[src/rtl/eav_pkg.sv]
// ----------------------------------------------------------------------------
// Encoder angle and velocity estimator package
// Shared widths, register indexes, fixed-point constants and control structs.
// ----------------------------------------------------------------------------
`timescale 1ns / 1ps

package eav_pkg;

  // Payload widths.
  localparam int TIME_W  = 32;
  localparam int WHOLE_W = 16;
  localparam int ANG_W   = 20;
  localparam int TOT_W   = 36;
  localparam int VEL_W   = 48;

  // Configuration port.
  localparam int CFG_W  = 16;
  localparam int APB_AW = 3;
  localparam int APB_DW = 32;

  localparam logic [CFG_W-1:0] CPR_RESET  = 16'd4096;
  localparam logic [CFG_W-1:0] GAIN_RESET = 16'd19661;

  typedef enum logic {
    REG_CPR  = 1'b0,
    REG_GAIN = 1'b1
  } reg_idx_t;

  typedef struct packed {
    logic [CFG_W-1:0] cpr;   // counts per rotation, zero already mapped to one
    logic [CFG_W-1:0] gain;  // filter weight of the new speed, Q0.16
  } cfg_t;

  // Elapsed time handling.
  localparam int DT_W = 19;
  localparam logic [DT_W-1:0] DT_MAX     = 19'd500000;
  localparam logic [DT_W-1:0] DT_DEFAULT = 19'd1000;

  // 2*pi in Q29, and 2*pi * 1e6 * 2^16 split at bit 32.
  localparam logic [31:0] TWO_PI_Q29 = 32'd3373259426;
  localparam logic [31:0] VEL_K_LO   = 32'd3752939171;
  localparam logic [31:0] VEL_K_HI   = 32'd95;

  // Velocity limits as raw 48-bit patterns.
  localparam logic [VEL_W-1:0] VEL_POS_LIM = 48'h7FFF_FFFF_FFFF;
  localparam logic [VEL_W-1:0] VEL_NEG_LIM = 48'h8000_0000_0000;

  localparam int ROUND_HALF = 32768;

  // Shared multiplier: signed 33 x 33.
  localparam int MUL_W  = 33;
  localparam int PROD_W = 2 * MUL_W;

  // Shared divider.
  localparam int DIVR_W    = 35;
  localparam int DIV_CNT_W = 7;

  typedef struct packed {
    logic                 start;
    logic [DIV_CNT_W-1:0] nbits;
  } div_req_t;

  typedef struct packed {
    logic busy;
    logic done;
  } div_sts_t;

endpackage

[src/rtl/eav_if.sv]
// ----------------------------------------------------------------------------
// Encoder estimator channels
// Valid/ready channels for sample requests and result requests.
// ----------------------------------------------------------------------------
`timescale 1ns / 1ps

interface eav_in_if #(parameter int COUNT_BITS = 16) ();
  import eav_pkg::*;

  logic                         valid;
  logic                         ready;
  logic signed [COUNT_BITS-1:0] pulse_count;
  logic [TIME_W-1:0]            time_us;

  modport source (output valid, pulse_count, time_us, input ready);
  modport sink   (input valid, pulse_count, time_us, output ready);
endinterface

interface eav_out_if ();
  import eav_pkg::*;

  logic                      valid;
  logic                      ready;
  logic signed [WHOLE_W-1:0] whole_rotations;
  logic signed [ANG_W-1:0]   angle_in_rotation;
  logic signed [TOT_W-1:0]   total_angle;
  logic signed [VEL_W-1:0]   shaft_velocity;

  modport source (output valid, whole_rotations, angle_in_rotation, total_angle,
                  shaft_velocity, input ready);
  modport sink   (input valid, whole_rotations, angle_in_rotation, total_angle,
                  shaft_velocity, output ready);
endinterface

[src/rtl/eav_cfg.sv]
// ----------------------------------------------------------------------------
// Encoder estimator register file
// APB-style write and read access to counts per rotation and filter gain.
// ----------------------------------------------------------------------------
`timescale 1ns / 1ps

module eav_cfg (
  input  logic                       clk,
  input  logic                       rst_n,
  input  logic                       psel,
  input  logic                       penable,
  input  logic                       pwrite,
  input  logic [eav_pkg::APB_AW-1:0] paddr,
  input  logic [eav_pkg::APB_DW-1:0] pwdata,
  output logic [eav_pkg::APB_DW-1:0] prdata,
  output logic                       pready,
  output eav_pkg::cfg_t              cfg
);
  import eav_pkg::*;

  logic [CFG_W-1:0] cpr_r;
  logic [CFG_W-1:0] gain_r;
  reg_idx_t         idx;
  logic             wr_en;

  assign idx    = reg_idx_t'(paddr[2]);
  assign wr_en  = psel && penable && pwrite;
  assign pready = 1'b1;

  always_ff @(posedge clk) begin
    if (!rst_n) begin
      cpr_r  <= CPR_RESET;
      gain_r <= GAIN_RESET;
    end else if (wr_en) begin
      unique case (idx)
        REG_CPR:  cpr_r  <= pwdata[CFG_W-1:0];
        REG_GAIN: gain_r <= pwdata[CFG_W-1:0];
        default:  ;
      endcase
    end
  end

  always_comb begin
    unique case (idx)
      REG_CPR:  prdata = APB_DW'(cpr_r);
      REG_GAIN: prdata = APB_DW'(gain_r);
      default:  prdata = '0;
    endcase
  end

  // A zero count per rotation behaves as one.
  assign cfg.cpr  = (cpr_r == '0) ? CFG_W'(1) : cpr_r;
  assign cfg.gain = gain_r;

endmodule

[src/rtl/eav_div.sv]
// ----------------------------------------------------------------------------
// Encoder estimator shared divider
// Restoring divider, one quotient bit per cycle over a chosen dividend width.
// ----------------------------------------------------------------------------
`timescale 1ns / 1ps

module eav_div #(
  parameter int DW = 57
) (
  input  logic                       clk,
  input  logic                       rst_n,
  input  eav_pkg::div_req_t          req,
  input  logic [DW-1:0]              dividend,
  input  logic [eav_pkg::DIVR_W-1:0] divisor,
  output logic [DW-1:0]              quot,
  output logic [eav_pkg::DIVR_W-1:0] rem,
  output eav_pkg::div_sts_t          sts
);
  import eav_pkg::*;

  logic [DW-1:0]        dvd_r;
  logic [DW-1:0]        q_r;
  logic [DIVR_W-1:0]    d_r;
  logic [DIVR_W-1:0]    rem_r;
  logic [DIV_CNT_W-1:0] cnt_r;
  logic                 busy_r;
  logic                 done_r;

  logic [DIVR_W:0]      rem_sh;
  logic [DIVR_W:0]      rem_sub;
  logic                 fits;
  logic [DIV_CNT_W-1:0] align;

  // Only the low nbits of the dividend are significant, so they are moved to the top.
  assign align   = DIV_CNT_W'(DW) - req.nbits;
  assign rem_sh  = {rem_r, dvd_r[DW-1]};
  assign rem_sub = rem_sh - {1'b0, d_r};
  assign fits    = (rem_sh >= {1'b0, d_r});

  always_ff @(posedge clk) begin
    if (!rst_n) begin
      busy_r <= 1'b0;
      done_r <= 1'b0;
    end else begin
      done_r <= 1'b0;
      if (req.start) begin
        busy_r <= 1'b1;
      end else if (busy_r && (cnt_r == DIV_CNT_W'(1))) begin
        busy_r <= 1'b0;
        done_r <= 1'b1;
      end
    end
  end

  always_ff @(posedge clk) begin
    if (req.start) begin
      dvd_r <= dividend << align;
      q_r   <= '0;
      rem_r <= '0;
      d_r   <= divisor;
      cnt_r <= req.nbits;
    end else if (busy_r) begin
      dvd_r <= {dvd_r[DW-2:0], 1'b0};
      q_r   <= {q_r[DW-2:0], fits};
      rem_r <= fits ? rem_sub[DIVR_W-1:0] : rem_sh[DIVR_W-1:0];
      cnt_r <= cnt_r - DIV_CNT_W'(1);
    end
  end

  assign quot     = q_r;
  assign rem      = rem_r;
  assign sts.busy = busy_r;
  assign sts.done = done_r;

endmodule

[src/rtl/encoder_angle_velocity_estimator_unit.sv]
// ----------------------------------------------------------------------------
// Encoder angle and velocity estimator
// An accepted sample request is worked through the shared multiplier and the shared
// divider's bit-serial passes before the next one can be taken.
// The result request is then presented from the output register and waits there while
// a new sample is taken.
// Synchronous active-low reset restores the register defaults and clears the previous
// count, previous time and filtered velocity to zero.
// ----------------------------------------------------------------------------
`timescale 1ns / 1ps

module encoder_angle_velocity_estimator_unit #(
  parameter int COUNT_BITS = 16
) (
  input  logic                       clk,
  input  logic                       rst_n,
  eav_in_if.sink                     in_ch,
  eav_out_if.source                  out_ch,
  input  logic                       psel,
  input  logic                       penable,
  input  logic                       pwrite,
  input  logic [eav_pkg::APB_AW-1:0] paddr,
  input  logic [eav_pkg::APB_DW-1:0] pwdata,
  output logic [eav_pkg::APB_DW-1:0] prdata,
  output logic                       pready
);
  import eav_pkg::*;

  // Dividend width: the velocity dividend needs COUNT_BITS + 40 bits and the in-rotation
  // angle needs 49, which the extra bit covers at the smallest counter width.
  localparam int DW = COUNT_BITS + 41;

  // Significant dividend bits of each division pass.
  localparam logic [DIV_CNT_W-1:0] N_Q   = DIV_CNT_W'(COUNT_BITS);
  localparam logic [DIV_CNT_W-1:0] N_REM = DIV_CNT_W'(49);
  localparam logic [DIV_CNT_W-1:0] N_TOT = DIV_CNT_W'(COUNT_BITS + 32);
  localparam logic [DIV_CNT_W-1:0] N_VEL = DIV_CNT_W'(COUNT_BITS + 40);

  // The sequencer walks through the multiply steps and the four division passes.
  typedef enum logic [3:0] {
    ST_IDLE,
    ST_MAG,
    ST_MUL_DVEL,
    ST_DIV_Q,
    ST_MUL_REM,
    ST_DIV_REM,
    ST_MUL_TOT,
    ST_DIV_TOT,
    ST_MUL_VLO,
    ST_MUL_VHI,
    ST_DIV_VEL,
    ST_FILT_LO,
    ST_FILT_HI,
    ST_FINISH
  } state_t;

  state_t state_r;
  state_t state_nxt;

  cfg_t cfg;

  // Sample and history.
  logic signed [COUNT_BITS-1:0] count_r;
  logic [TIME_W-1:0]            time_r;
  logic signed [COUNT_BITS-1:0] last_count_r;
  logic [TIME_W-1:0]            last_time_r;
  logic signed [VEL_W-1:0]      filt_r;

  // Intermediate values of one request.
  logic [COUNT_BITS-1:0] cm_r;
  logic [COUNT_BITS-1:0] dnm_r;
  logic                  dn_neg_r;
  logic [DT_W-1:0]       dt_r;
  logic [DIVR_W-1:0]     dvel_r;
  logic [DW-1:0]         acc_r;
  logic [CFG_W-1:0]      rmag_r;
  logic [VEL_W:0]        diff_r;
  logic signed [PROD_W-1:0] facc_r;
  logic signed [WHOLE_W-1:0] whole_r;
  logic signed [ANG_W-1:0]   angr_r;
  logic signed [TOT_W-1:0]   angt_r;

  // Output register. It holds a finished result while the next request is worked on.
  logic                      out_valid_r;
  logic signed [WHOLE_W-1:0] out_whole_r;
  logic signed [ANG_W-1:0]   out_angr_r;
  logic signed [TOT_W-1:0]   out_angt_r;
  logic signed [VEL_W-1:0]   vel_r;

  // Shared multiplier and divider.
  logic signed [MUL_W-1:0]  mul_a;
  logic signed [MUL_W-1:0]  mul_b;
  logic signed [PROD_W-1:0] prod;

  div_req_t              div_req;
  div_sts_t              div_sts;
  logic                  div_start_r;
  logic                  div_start_nxt;
  logic [DW-1:0]         div_dividend;
  logic [DIVR_W-1:0]     div_divisor;
  logic [DW-1:0]         div_quot;
  logic [DIVR_W-1:0]     div_rem;

  // Combinational helpers.
  logic                  neg;
  logic [COUNT_BITS-1:0] cm;
  logic signed [COUNT_BITS:0] dn;
  logic [COUNT_BITS:0]   dn_abs;
  logic [TIME_W-1:0]     dt_raw;
  logic                  dt_bad;
  logic [VEL_W-1:0]      vraw;
  logic signed [VEL_W+1:0] vsum;
  logic [VEL_W-1:0]      vnew;
  logic                  out_free;
  logic                  is_div_nxt;

  eav_cfg u_cfg (
    .clk     (clk),
    .rst_n   (rst_n),
    .psel    (psel),
    .penable (penable),
    .pwrite  (pwrite),
    .paddr   (paddr),
    .pwdata  (pwdata),
    .prdata  (prdata),
    .pready  (pready),
    .cfg     (cfg)
  );

  eav_div #(.DW(DW)) u_div (
    .clk      (clk),
    .rst_n    (rst_n),
    .req      (div_req),
    .dividend (div_dividend),
    .divisor  (div_divisor),
    .quot     (div_quot),
    .rem      (div_rem),
    .sts      (div_sts)
  );

  // The sign of the count sets the sign of the quotient and both angles.
  assign neg    = count_r[COUNT_BITS-1];
  assign cm     = neg ? COUNT_BITS'(-count_r) : COUNT_BITS'(count_r);
  assign dn     = $signed({count_r[COUNT_BITS-1], count_r})
                - $signed({last_count_r[COUNT_BITS-1], last_count_r});
  assign dn_abs = dn[COUNT_BITS] ? (COUNT_BITS + 1)'(-dn) : (COUNT_BITS + 1)'(dn);

  // The elapsed time wraps at 32 bits; a zero, negative or overlong gap uses 1 ms.
  assign dt_raw = time_r - last_time_r;
  assign dt_bad = (dt_raw == '0) || dt_raw[TIME_W-1] || (dt_raw > TIME_W'(DT_MAX));

  assign out_free = !out_valid_r || out_ch.ready;

  // Raw speed saturates to 48 bits before it enters the filter.
  always_comb begin
    if (dn_neg_r) begin
      vraw = (div_quot > DW'(VEL_NEG_LIM)) ? VEL_NEG_LIM : VEL_W'(-div_quot);
    end else begin
      vraw = (div_quot > DW'(VEL_POS_LIM)) ? VEL_POS_LIM : div_quot[VEL_W-1:0];
    end
  end

  // The filter is old + floor((g * (raw - old) + 2^15) / 2^16), the same as the
  // weighted sum of raw and old speed with round-half-up.
  assign vsum = $signed(facc_r[PROD_W-1:16]) + (VEL_W + 2)'(filt_r);

  always_comb begin
    if (vsum > $signed({2'b00, VEL_POS_LIM})) begin
      vnew = VEL_POS_LIM;
    end else if (vsum < $signed({2'b11, VEL_NEG_LIM})) begin
      vnew = VEL_NEG_LIM;
    end else begin
      vnew = vsum[VEL_W-1:0];
    end
  end

  // Operand selection for the shared multiplier.
  always_comb begin
    unique case (state_r)
      ST_MUL_DVEL: begin
        mul_a = $signed(MUL_W'(dt_r));
        mul_b = $signed(MUL_W'(cfg.cpr));
      end
      ST_MUL_REM: begin
        mul_a = $signed(MUL_W'(rmag_r));
        mul_b = $signed(MUL_W'(TWO_PI_Q29));
      end
      ST_MUL_TOT: begin
        mul_a = $signed(MUL_W'(cm_r));
        mul_b = $signed(MUL_W'(TWO_PI_Q29));
      end
      ST_MUL_VLO: begin
        mul_a = $signed(MUL_W'(dnm_r));
        mul_b = $signed(MUL_W'(VEL_K_LO));
      end
      ST_MUL_VHI: begin
        mul_a = $signed(MUL_W'(dnm_r));
        mul_b = $signed(MUL_W'(VEL_K_HI));
      end
      ST_FILT_LO: begin
        mul_a = $signed(MUL_W'(cfg.gain));
        mul_b = $signed(MUL_W'(diff_r[23:0]));
      end
      ST_FILT_HI: begin
        mul_a = $signed(MUL_W'(cfg.gain));
        mul_b = $signed({{(MUL_W - 25){diff_r[VEL_W]}}, diff_r[VEL_W:24]});
      end
      default: begin
        mul_a = '0;
        mul_b = '0;
      end
    endcase
  end

  assign prod = PROD_W'(mul_a) * PROD_W'(mul_b);

  // Operand selection for the shared divider. The whole rotations divide by cpr, the angles
  // by cpr * 2^13 and the speed by the elapsed time times cpr.
  always_comb begin
    div_req.start = div_start_r;
    unique case (state_r)
      ST_DIV_Q: begin
        div_dividend = DW'(cm_r);
        div_divisor  = DIVR_W'(cfg.cpr);
        div_req.nbits = N_Q;
      end
      ST_DIV_REM: begin
        div_dividend = acc_r;
        div_divisor  = DIVR_W'({cfg.cpr, 13'b0});
        div_req.nbits = N_REM;
      end
      ST_DIV_TOT: begin
        div_dividend = acc_r;
        div_divisor  = DIVR_W'({cfg.cpr, 13'b0});
        div_req.nbits = N_TOT;
      end
      default: begin
        div_dividend = acc_r;
        div_divisor  = dvel_r;
        div_req.nbits = N_VEL;
      end
    endcase
  end

  // Next state.
  always_comb begin
    state_nxt = state_r;
    unique case (state_r)
      ST_IDLE:     if (in_ch.valid) state_nxt = ST_MAG;
      ST_MAG:      state_nxt = ST_MUL_DVEL;
      ST_MUL_DVEL: state_nxt = ST_DIV_Q;
      ST_DIV_Q:    if (div_sts.done) state_nxt = ST_MUL_REM;
      ST_MUL_REM:  state_nxt = ST_DIV_REM;
      ST_DIV_REM:  if (div_sts.done) state_nxt = ST_MUL_TOT;
      ST_MUL_TOT:  state_nxt = ST_DIV_TOT;
      ST_DIV_TOT:  if (div_sts.done) state_nxt = ST_MUL_VLO;
      ST_MUL_VLO:  state_nxt = ST_MUL_VHI;
      ST_MUL_VHI:  state_nxt = ST_DIV_VEL;
      ST_DIV_VEL:  if (div_sts.done) state_nxt = ST_FILT_LO;
      ST_FILT_LO:  state_nxt = ST_FILT_HI;
      ST_FILT_HI:  state_nxt = ST_FINISH;
      ST_FINISH:   if (out_free) state_nxt = ST_IDLE;
      default:     state_nxt = ST_IDLE;
    endcase
  end

  // A division pass starts on the first cycle of its state.
  assign is_div_nxt    = (state_nxt == ST_DIV_Q) || (state_nxt == ST_DIV_REM)
                      || (state_nxt == ST_DIV_TOT) || (state_nxt == ST_DIV_VEL);
  assign div_start_nxt = is_div_nxt && (state_nxt != state_r);

  // State, history and the output valid flag.
  always_ff @(posedge clk) begin
    if (!rst_n) begin
      state_r      <= ST_IDLE;
      div_start_r  <= 1'b0;
      out_valid_r  <= 1'b0;
      last_count_r <= '0;
      last_time_r  <= '0;
      filt_r       <= '0;
    end else begin
      state_r     <= state_nxt;
      div_start_r <= div_start_nxt;
      if ((state_r == ST_FINISH) && out_free) begin
        out_valid_r  <= 1'b1;
        last_count_r <= count_r;
        last_time_r  <= time_r;
        filt_r       <= $signed(vnew);
      end else if (out_ch.ready) begin
        out_valid_r <= 1'b0;
      end
    end
  end

  // Datapath registers of the request in flight.
  always_ff @(posedge clk) begin
    unique case (state_r)
      ST_IDLE: begin
        if (in_ch.valid) begin
          count_r <= in_ch.pulse_count;
          time_r  <= in_ch.time_us;
        end
      end
      ST_MAG: begin
        cm_r     <= cm;
        dnm_r    <= dn_abs[COUNT_BITS-1:0];
        dn_neg_r <= dn[COUNT_BITS];
        dt_r     <= dt_bad ? DT_DEFAULT : dt_raw[DT_W-1:0];
      end
      ST_MUL_DVEL: begin
        dvel_r <= prod[DIVR_W-1:0];
      end
      ST_DIV_Q: begin
        if (div_sts.done) begin
          whole_r <= neg ? WHOLE_W'(-div_quot) : div_quot[WHOLE_W-1:0];
          rmag_r  <= div_rem[CFG_W-1:0];
        end
      end
      ST_MUL_REM, ST_MUL_TOT: begin
        // Half the divisor is added first so that the quotient rounds half up.
        acc_r <= DW'(prod) + DW'({cfg.cpr, 12'b0});
      end
      ST_DIV_REM: begin
        if (div_sts.done) begin
          angr_r <= neg ? ANG_W'(-div_quot) : div_quot[ANG_W-1:0];
        end
      end
      ST_DIV_TOT: begin
        if (div_sts.done) begin
          angt_r <= neg ? TOT_W'(-div_quot) : div_quot[TOT_W-1:0];
        end
      end
      ST_MUL_VLO: begin
        acc_r <= DW'(prod) + DW'(dvel_r[DIVR_W-1:1]);
      end
      ST_MUL_VHI: begin
        acc_r <= acc_r + DW'({prod, 32'b0});
      end
      ST_DIV_VEL: begin
        if (div_sts.done) begin
          diff_r <= (VEL_W + 1)'($signed(vraw)) - (VEL_W + 1)'(filt_r);
        end
      end
      ST_FILT_LO: begin
        facc_r <= prod;
      end
      ST_FILT_HI: begin
        facc_r <= facc_r + PROD_W'({prod, 24'b0}) + PROD_W'(ROUND_HALF);
      end
      ST_FINISH: begin
        if (out_free) begin
          out_whole_r <= whole_r;
          out_angr_r  <= angr_r;
          out_angt_r  <= angt_r;
          vel_r       <= $signed(vnew);
        end
      end
      default: ;
    endcase
  end

  assign in_ch.ready              = (state_r == ST_IDLE);
  assign out_ch.valid             = out_valid_r;
  assign out_ch.whole_rotations   = out_whole_r;
  assign out_ch.angle_in_rotation = out_angr_r;
  assign out_ch.total_angle       = out_angt_r;
  assign out_ch.shaft_velocity    = vel_r;

  // A new sample is never taken while the divider still works on the last one.
  a_ready_div_idle: assert property (@(posedge clk) disable iff (!rst_n)
    in_ch.ready |-> (!div_sts.busy && !div_start_r))
    else $error("sample accepted while the divider is busy");

  // The divider only finishes inside one of the four division passes.
  a_done_in_div: assert property (@(posedge clk) disable iff (!rst_n)
    div_sts.done |-> ((state_r == ST_DIV_Q) || (state_r == ST_DIV_REM)
                   || (state_r == ST_DIV_TOT) || (state_r == ST_DIV_VEL)))
    else $error("divider finished outside a division pass");

  // Completing a request presents the result and moves the history forward.
  a_finish_updates: assert property (@(posedge clk) disable iff (!rst_n)
    ((state_r == ST_FINISH) && out_free) |=>
      (out_valid_r && (last_time_r == $past(time_r)) && (state_r == ST_IDLE)))
    else $error("finished request did not update the result and history");

  // The count per rotation, a factor of every divisor, is never zero when a division starts.
  a_cpr_nonzero: assert property (@(posedge clk) disable iff (!rst_n)
    div_start_r |-> (cfg.cpr != '0))
    else $error("division started with a zero count per rotation");

endmodule
[src/flat_wrapper.sv]
// flat-port wrapper written by rule: the top's interface ports become plain ports
module encoder_angle_velocity_estimator_unit_flat import eav_pkg::*;
#(
  parameter int COUNT_BITS = 16
)
  (clk, rst_n, psel, penable, pwrite, paddr, pwdata, prdata, pready, in_ch_valid, in_ch_pulse_count, in_ch_time_us, in_ch_ready, out_ch_valid, out_ch_whole_rotations, out_ch_angle_in_rotation, out_ch_total_angle, out_ch_shaft_velocity, out_ch_ready);
  eav_in_if #(.COUNT_BITS(COUNT_BITS)) in_ch_i ();
  eav_out_if out_ch_i ();
  input  logic clk;
  input  logic rst_n;
  input  logic psel;
  input  logic penable;
  input  logic pwrite;
  input  logic [eav_pkg::APB_AW-1:0] paddr;
  input  logic [eav_pkg::APB_DW-1:0] pwdata;
  output logic [eav_pkg::APB_DW-1:0] prdata;
  output logic pready;
  input wire logic [$bits(in_ch_i.valid)-1:0] in_ch_valid;
  input wire logic [$bits(in_ch_i.pulse_count)-1:0] in_ch_pulse_count;
  input wire logic [$bits(in_ch_i.time_us)-1:0] in_ch_time_us;
  output wire logic [$bits(in_ch_i.ready)-1:0] in_ch_ready;
  output wire logic [$bits(out_ch_i.valid)-1:0] out_ch_valid;
  output wire logic [$bits(out_ch_i.whole_rotations)-1:0] out_ch_whole_rotations;
  output wire logic [$bits(out_ch_i.angle_in_rotation)-1:0] out_ch_angle_in_rotation;
  output wire logic [$bits(out_ch_i.total_angle)-1:0] out_ch_total_angle;
  output wire logic [$bits(out_ch_i.shaft_velocity)-1:0] out_ch_shaft_velocity;
  input wire logic [$bits(out_ch_i.ready)-1:0] out_ch_ready;
  assign in_ch_i.valid = in_ch_valid;
  assign in_ch_i.pulse_count = in_ch_pulse_count;
  assign in_ch_i.time_us = in_ch_time_us;
  assign in_ch_ready = in_ch_i.ready;
  assign out_ch_valid = out_ch_i.valid;
  assign out_ch_whole_rotations = out_ch_i.whole_rotations;
  assign out_ch_angle_in_rotation = out_ch_i.angle_in_rotation;
  assign out_ch_total_angle = out_ch_i.total_angle;
  assign out_ch_shaft_velocity = out_ch_i.shaft_velocity;
  assign out_ch_i.ready = out_ch_ready;
  encoder_angle_velocity_estimator_unit #(.COUNT_BITS(COUNT_BITS)) u_core (.clk(clk), .rst_n(rst_n), .in_ch(in_ch_i), .out_ch(out_ch_i), .psel(psel), .penable(penable), .pwrite(pwrite), .paddr(paddr), .pwdata(pwdata), .prdata(prdata), .pready(pready));
endmodule
[config.mk]
export PLATFORM = sky130hd
export DESIGN_NAME = encoder_angle_velocity_estimator_unit_flat
export DESIGN_NICKNAME = d
export VERILOG_FILES = /design/src/rtl/eav_pkg.sv /design/src/rtl/eav_if.sv /design/src/rtl/eav_cfg.sv /design/src/rtl/eav_div.sv /design/src/rtl/encoder_angle_velocity_estimator_unit.sv /design/src/flat_wrapper.sv
export SDC_FILE = /design/constraint.sdc
export NUM_CORES = 2
export LEC_CHECK = 0
export ABC_AREA = 1
export BUFFER_PORTS_ARGS = -buffer_cell sky130_fd_sc_hd__buf_4
export CAP_MARGIN = 20
export CORE_MARGIN = 2
export CORE_UTILIZATION = 48
export CTS_CLUSTER_DIAMETER = 200
export DETAILED_ROUTE_END_ITERATION = 16
export GPL_TIMING_DRIVEN = 1
export SLEW_MARGIN = 20
export SYNTH_ARGS = -nofsm -noshare
export SYNTH_HDL_FRONTEND = slang
export SYNTH_HIERARCHICAL = 1
export SYNTH_SLANG_ARGS = --single-unit
[constraint.sdc]
create_clock -name clk -period 13.2 [get_ports clk]
set_clock_uncertainty 0.2 [all_clocks]
set_input_delay 1.32 -clock clk [delete_from_list [all_inputs] [get_ports clk]]
set_output_delay 1.32 -clock clk [all_outputs]
set_load 0.01 [all_outputs]
After elaboration in Yosys (flattened, before gate mapping)
Index checks and enable logic that the tools add are counted.
Widths: inputs -> output; s select.

storage, ports and cells
  RAM bits = 0
  output and inout port bits = 155
  input port bits = 90
  memories kept = 0
  bits in latches = 0
  bits in read-only memories = 0
  logic and storage cells = 147
  register bits = 842

cells by class
  eq/ne operators = 19
  reduce and logical (&&, ||, !) cells = 33
  add/subtract/negate cells = 15
  shifts and indexed selects = 1
  bitwise operators = 2
  muxes and demuxes = 36
  divide/modulo/power cells = 0
  multiply operators = 1
  magnitude comparators = 6

operators by type and width
  operator                number
  $mux 48                 5
  $pmux 33 s6             1
  $mux 57                 3
  $pmux 57 s3             1
  $pmux 66 s2             1
  $pmux 19 s5             1
  $pmux 35 s2             1
  $add 66x16->66 const B  1
  $add 66x66->66          1
  $pmux 32 s2             1
  $add 57x28->57          1
  $add 57x34->57          1
  $add 57x57->57          1
  $gt 57x47->1 const B    1
  $gt 57x48->1 const B    1
  $shl 57x7->57           1
  $pmux 4 s14             1
  $mul 20x33->53          1
  $add 50x48->50          1
  $gt 50x48->1 const B    1
  $lt 50x48->1 const B    1
  $sub 48x48->49          1
  $mux 16                 3
  $neg 48->48             1
  other kinds (33)        81

Depth between registers and ports, before layout
  depth after elaboration = 9
  mapped depth = 57
  gate-level depth less buffers = 55

Hierarchy
Netlist, hierarchy kept.

by module, submodules not included
  module                                 cells each  instances  sequential area each (µm²)  area an instance (µm²)
  encoder_angle_velocity_estimator_unit  8396        1          17056.4                     65420.2
  eav_div                                2085        1          4854.7                      13630.6
  eav_cfg                                286         1          640.6                       1776.7

Least setup slack after synthesis
No wires, ideal clock.

  path type = register to register
  start = register u_core.state_r[0]
  end = register u_core.acc_r[47] (data pin)
  path buffers = 3
  arrival = 9.876 ns
  setup time = 0.261 ns
  clock period less this slack = 10.337 ns
  path slack = 2.863 ns
  data required time = 12.739 ns
  stages on the path, launching flop included = 47
  cell sequence = dfxtp_1 buf_2 nand2_1 nor2_4 nor2_2 inv_2 clkbuf_1 a22o_1 nor2_1 inv_1 clkbuf_1 nand2_1 fa_1 inv_1 fa_1 fa_1 fa_1 fa_1 [11 not listed] a31oi_1 xnor2_1 ha_1 a21oi_1 o21ai_0 nand2_1 nand2_1 o21bai_1 a21oi_1 inv_1 nand3_1 inv_1 nor2_1 nor2_1 nand2_1 nand2_1 nand3_1 nand3_1

on the way
  cells in the longest elaborated chain, start to end = 6
  elaborated cells between the ends (all ways) = 17
  those cells by class = add/sub (3); mul (1); eq/ne (7); mux (3); reduce/logical (3)

ends and longest elaborated chain
  element                                           RTL line                                                                                    RTL
  start: declaration                                encoder_angle_velocity_estimator_unit.sv:57                                                 state_t state_r;
  start signal: assignment                          encoder_angle_velocity_estimator_unit.sv:282                                                state_r <= state_nxt;
  $eq 4x3->1 or $eq 4x4->1 (tied branches)          encoder_angle_velocity_estimator_unit.sv:179                                                unique case (state_r)
  $reduce_or 2->1 (no source line)                  n/a
  $pmux 33 s6 or $pmux 19 s5 (tied branches)        encoder_angle_velocity_estimator_unit.sv:179
  $mul 20x33->53 (*)                                encoder_angle_velocity_estimator_unit.sv:215                                                assign prod = PROD_W'(mul_a) * PROD_W'(mul_b);
  net u_core.prod[24]                               encoder_angle_velocity_estimator_unit.sv:93                                                 logic signed [PROD_W-1:0] prod;
  $add 57x34->57 or $add 57x28->57 (tied branches)  encoder_angle_velocity_estimator_unit.sv:334, encoder_angle_velocity_estimator_unit.sv:321
  $pmux 57 s3 (*)                                   encoder_angle_velocity_estimator_unit.sv:297                                                unique case (state_r)
  end signal: assignment                            encoder_angle_velocity_estimator_unit.sv:321                                                acc_r <= DW'(prod) + DW'({cfg.cpr, 12'b0});
  end signal: assignment                            encoder_angle_velocity_estimator_unit.sv:334                                                acc_r <= DW'(prod) + DW'(dvel_r[DIVR_W-1:1]);
  end signal: assignment                            encoder_angle_velocity_estimator_unit.sv:337                                                acc_r <= acc_r + DW'({prod, 32'b0});
  end: declaration                                  encoder_angle_velocity_estimator_unit.sv:75                                                 logic [DW-1:0] acc_r;

The timed path passes the listed nets; every way through them passes the cells marked *.
A chain may end at the register's enable or synchronous reset.

Worst setup path after layout
  start = register u_core.state_r[0]
  end = register u_core.acc_r[52] (data pin)

on the way
  cells in the longest elaborated chain, start to end = 6
  elaborated cells between the ends (all ways) = 17
  those cells by class = add/sub (3); mul (1); eq/ne (7); mux (3); reduce/logical (3)

ends and longest elaborated chain
  element                                       RTL line
  $eq 4x3->1 or $eq 4x4->1 (tied branches)      encoder_angle_velocity_estimator_unit.sv:179
  $reduce_or 2->1 (no source line)              n/a
  $pmux 33 s6 or $pmux 19 s5 (tied branches)    encoder_angle_velocity_estimator_unit.sv:179
  $mul 20x33->53 (*)                            encoder_angle_velocity_estimator_unit.sv:215
  net u_core.prod[19]                           encoder_angle_velocity_estimator_unit.sv:93
  $add 57x57->57, or another cell as far along  encoder_angle_velocity_estimator_unit.sv:337
  $pmux 57 s3 (*)                               encoder_angle_velocity_estimator_unit.sv:297

Marked as above.

==> flow_metrics.env <==
export IMPL_hold_start="u_core/whole_r[4]"
export IMPL_cts_buffer_depth=3
export IMPL_dieArea_mm2=0.1717
export IMPL_worstSetupEndpointType="register"
export IMPL_ys_warnings_count=6
export IMPL_cts_setup_buffers=0
export IMPL_die_height_um=414.3
export IMPL_area_growth_pct=9.968
export IMPL_setup_tns_ns=0
export IMPL_hpwl_um=245000
export IMPL_dr_total_vias=73230
export IMPL_gp_congestion=1.022
export IMPL_start_kind="register"
export IMPL_wl_per_cell_um=22.54
export IMPL_cts_sinks=827
export IMPL_critical_path_required_ns=13.50
export IMPL_num_fill_cells=16480
export IMPL_routed_wl_um=299900
export IMPL_coreArea_mm2=0.1672
export IMPL_hp_class="register to register"
export IMPL_powerDensity_mw_per_mm2=142.8
export IMPL_grt_usage=0.3441
export IMPL_cts_tree="done"
export IMPL_multiInputGateArea_mm2=0.04959
export IMPL_met2_usage=0.5275
export IMPL_seqCellArea_mm2=0.02255
export IMPL_grt_pass1_vias=70010
export IMPL_num_rows=150
export IMPL_relSlewSlack=0.1994
export IMPL_die_w_um=414.3
export IMPL_worstSetupPathType="register to register"
export IMPL_drive_gt1_frac=0.07409
export IMPL_worstMarginPinSlew_ns=1.188
export IMPL_reg2reg_from="u_core/state_r[0]"
export IMPL_grt_pass1_wl_um=446100
export IMPL_crit_path_frequent_cell="nand2_1"
export IMPL_fmax_mhz=84.85
export IMPL_drv_cap=0
export IMPL_overflow=0
export IMPL_first_pass_iters=8
export IMPL_setup_viol=0
export IMPL_slowest_stage="fa_1"
export IMPL_avgSynthCellArea_um2=7.507
export IMPL_antenna_found_initial=11
export IMPL_nNetsFinal=12170
export IMPL_clock_latency_ns=0.77
export IMPL_crit_arrival_ns=12.08
export IMPL_ctsRootBufferMaster="clkbuf_16"
export IMPL_critPathMaxFanout=34
export IMPL_slowest_delay_ns=0.59
export IMPL_syn_inst=10770
export IMPL_cts_buffers=97
export IMPL_syn_area_mm2=0.08082
export IMPL_ctsHoldBuffers=0
export IMPL_use_met1=0.4915
export IMPL_htreeDepth=3
export IMPL_period_share=0.8929
export IMPL_place_ws_ns=1.650
export IMPL_setup_ws_ns=1.414
export IMPL_finalMaxSlewViolations=0
export IMPL_mostFrequentLayoutCells="2,680 x nand2_1, 1,963 x inv_1, 903 x nor2_1, 628 x fa_1, 620 x nand3_1"
export IMPL_post_cts_resized=0
export IMPL_rsz0062_at_grt="no"
export IMPL_status="finished, final reports clean"
export IMPL_ios=245
export IMPL_io_buffers=209
export IMPL_worstSetupStartpoint="u_core/state_r[0]"
export IMPL_p_leak_nw=42.42
export IMPL_ir_drop_mv=0.1454
export IMPL_min_period_ns=11.79
export IMPL_ant_nets=0
export IMPL_viasPerCell=5.504
export IMPL_final_common_cell="nand2_1"
export IMPL_path_clk_slew_ns=0.06
export IMPL_drc_errors=0
export IMPL_grtUsageMet3=0.05834
export IMPL_grt_max_degree=95
export IMPL_grt_busiest_layer="met2"
export IMPL_start_util=0.4833
export IMPL_dr_first_iter_drc_count=7837
export IMPL_finalHoldViolCount=0
critical path, delay by kind of cell, from the launching register on:
kind	cells	cell delay (ns)
flops	1	0.57
compound gates	2	0.78
buf+inv	14	2.17
simple gates	24	3.34
xor+xnor	1	0.19
fa+ha+maj	9	4.28
final cells by class:
| cell class | instances | share of cell area |
|---|---|---|
| Antenna cell | 7 | 0.0001971 |
| Clock buffer | 124 | 0.03007 |
| Clock inverter | 58 | 0.007616 |
| Inverter | 2009 | 0.08490 |
| Multi-Input combinational cell | 7674 | 0.5580 |
| Sequential cell | 827 | 0.2538 |
| Tap cell | 2204 | 0.03103 |
| Timing Repair Buffer | 402 | 0.03442 |
worst paths after layout:
| path | endpoint | slack, ns | cells after the start |
|---|---|---|---|
| max | u_core/acc_r[52] | 1.41 | 50 |
| min | u_core/out_ch.whole_rotations[4] | 0.22 | 0 |
| max reg2reg | u_core/acc_r[52] | 1.41 | 50 |
| min reg2reg | u_core/out_ch.whole_rotations[4] | 0.22 | 0 |
flip-flops by register name (all words and copies together), names as in the netlist, 36 cells and up:
register / count
u_core/u_div/dvd_r: 57
u_core/u_div/quot: 57
u_core/filt_r: 48
u_core/facc_r: 51
u_core/angt_r: 36
u_core/acc_r: 57
u_core/out_ch.total_angle: 36
u_core/diff_r: 49
u_core/out_ch.shaft_velocity: 48
report_power, final:
group | internal (mW) | leakage, nW | switching, mW
combinational | 1.94 | 33.4 | 4.36
clock | 1.64 | 1.63 | 1.19
sequential | 3.29 | 7.35 | 0.271
total | 6.87 | 42.4 | 5.82
metal layers:
layer	up-vias	wire length (µm)
met4	6	11980
li1	34740	-
met3	486	25130
met2	2881	130500
met5	-	41
met1	35120	132300
per-stage QoR:
stage	utilization	cells	total power, mW	hold WS (ns)	cell area (µm²)
floorplan	-	10840	7.739	0.2003	81100
global placement	0.5112	13120	9.736	0.2002	85490
detailed placement	0.5113	13120	9.768	0.2045	85500
CTS	0.5314	13300	12.64	0.2177	88850
global route	0.5314	13300	13.53	0.2238	88860
finish	0.5315	13310	12.69	0.2156	88880
Note: power is estimated with default switching activity, not from simulation.
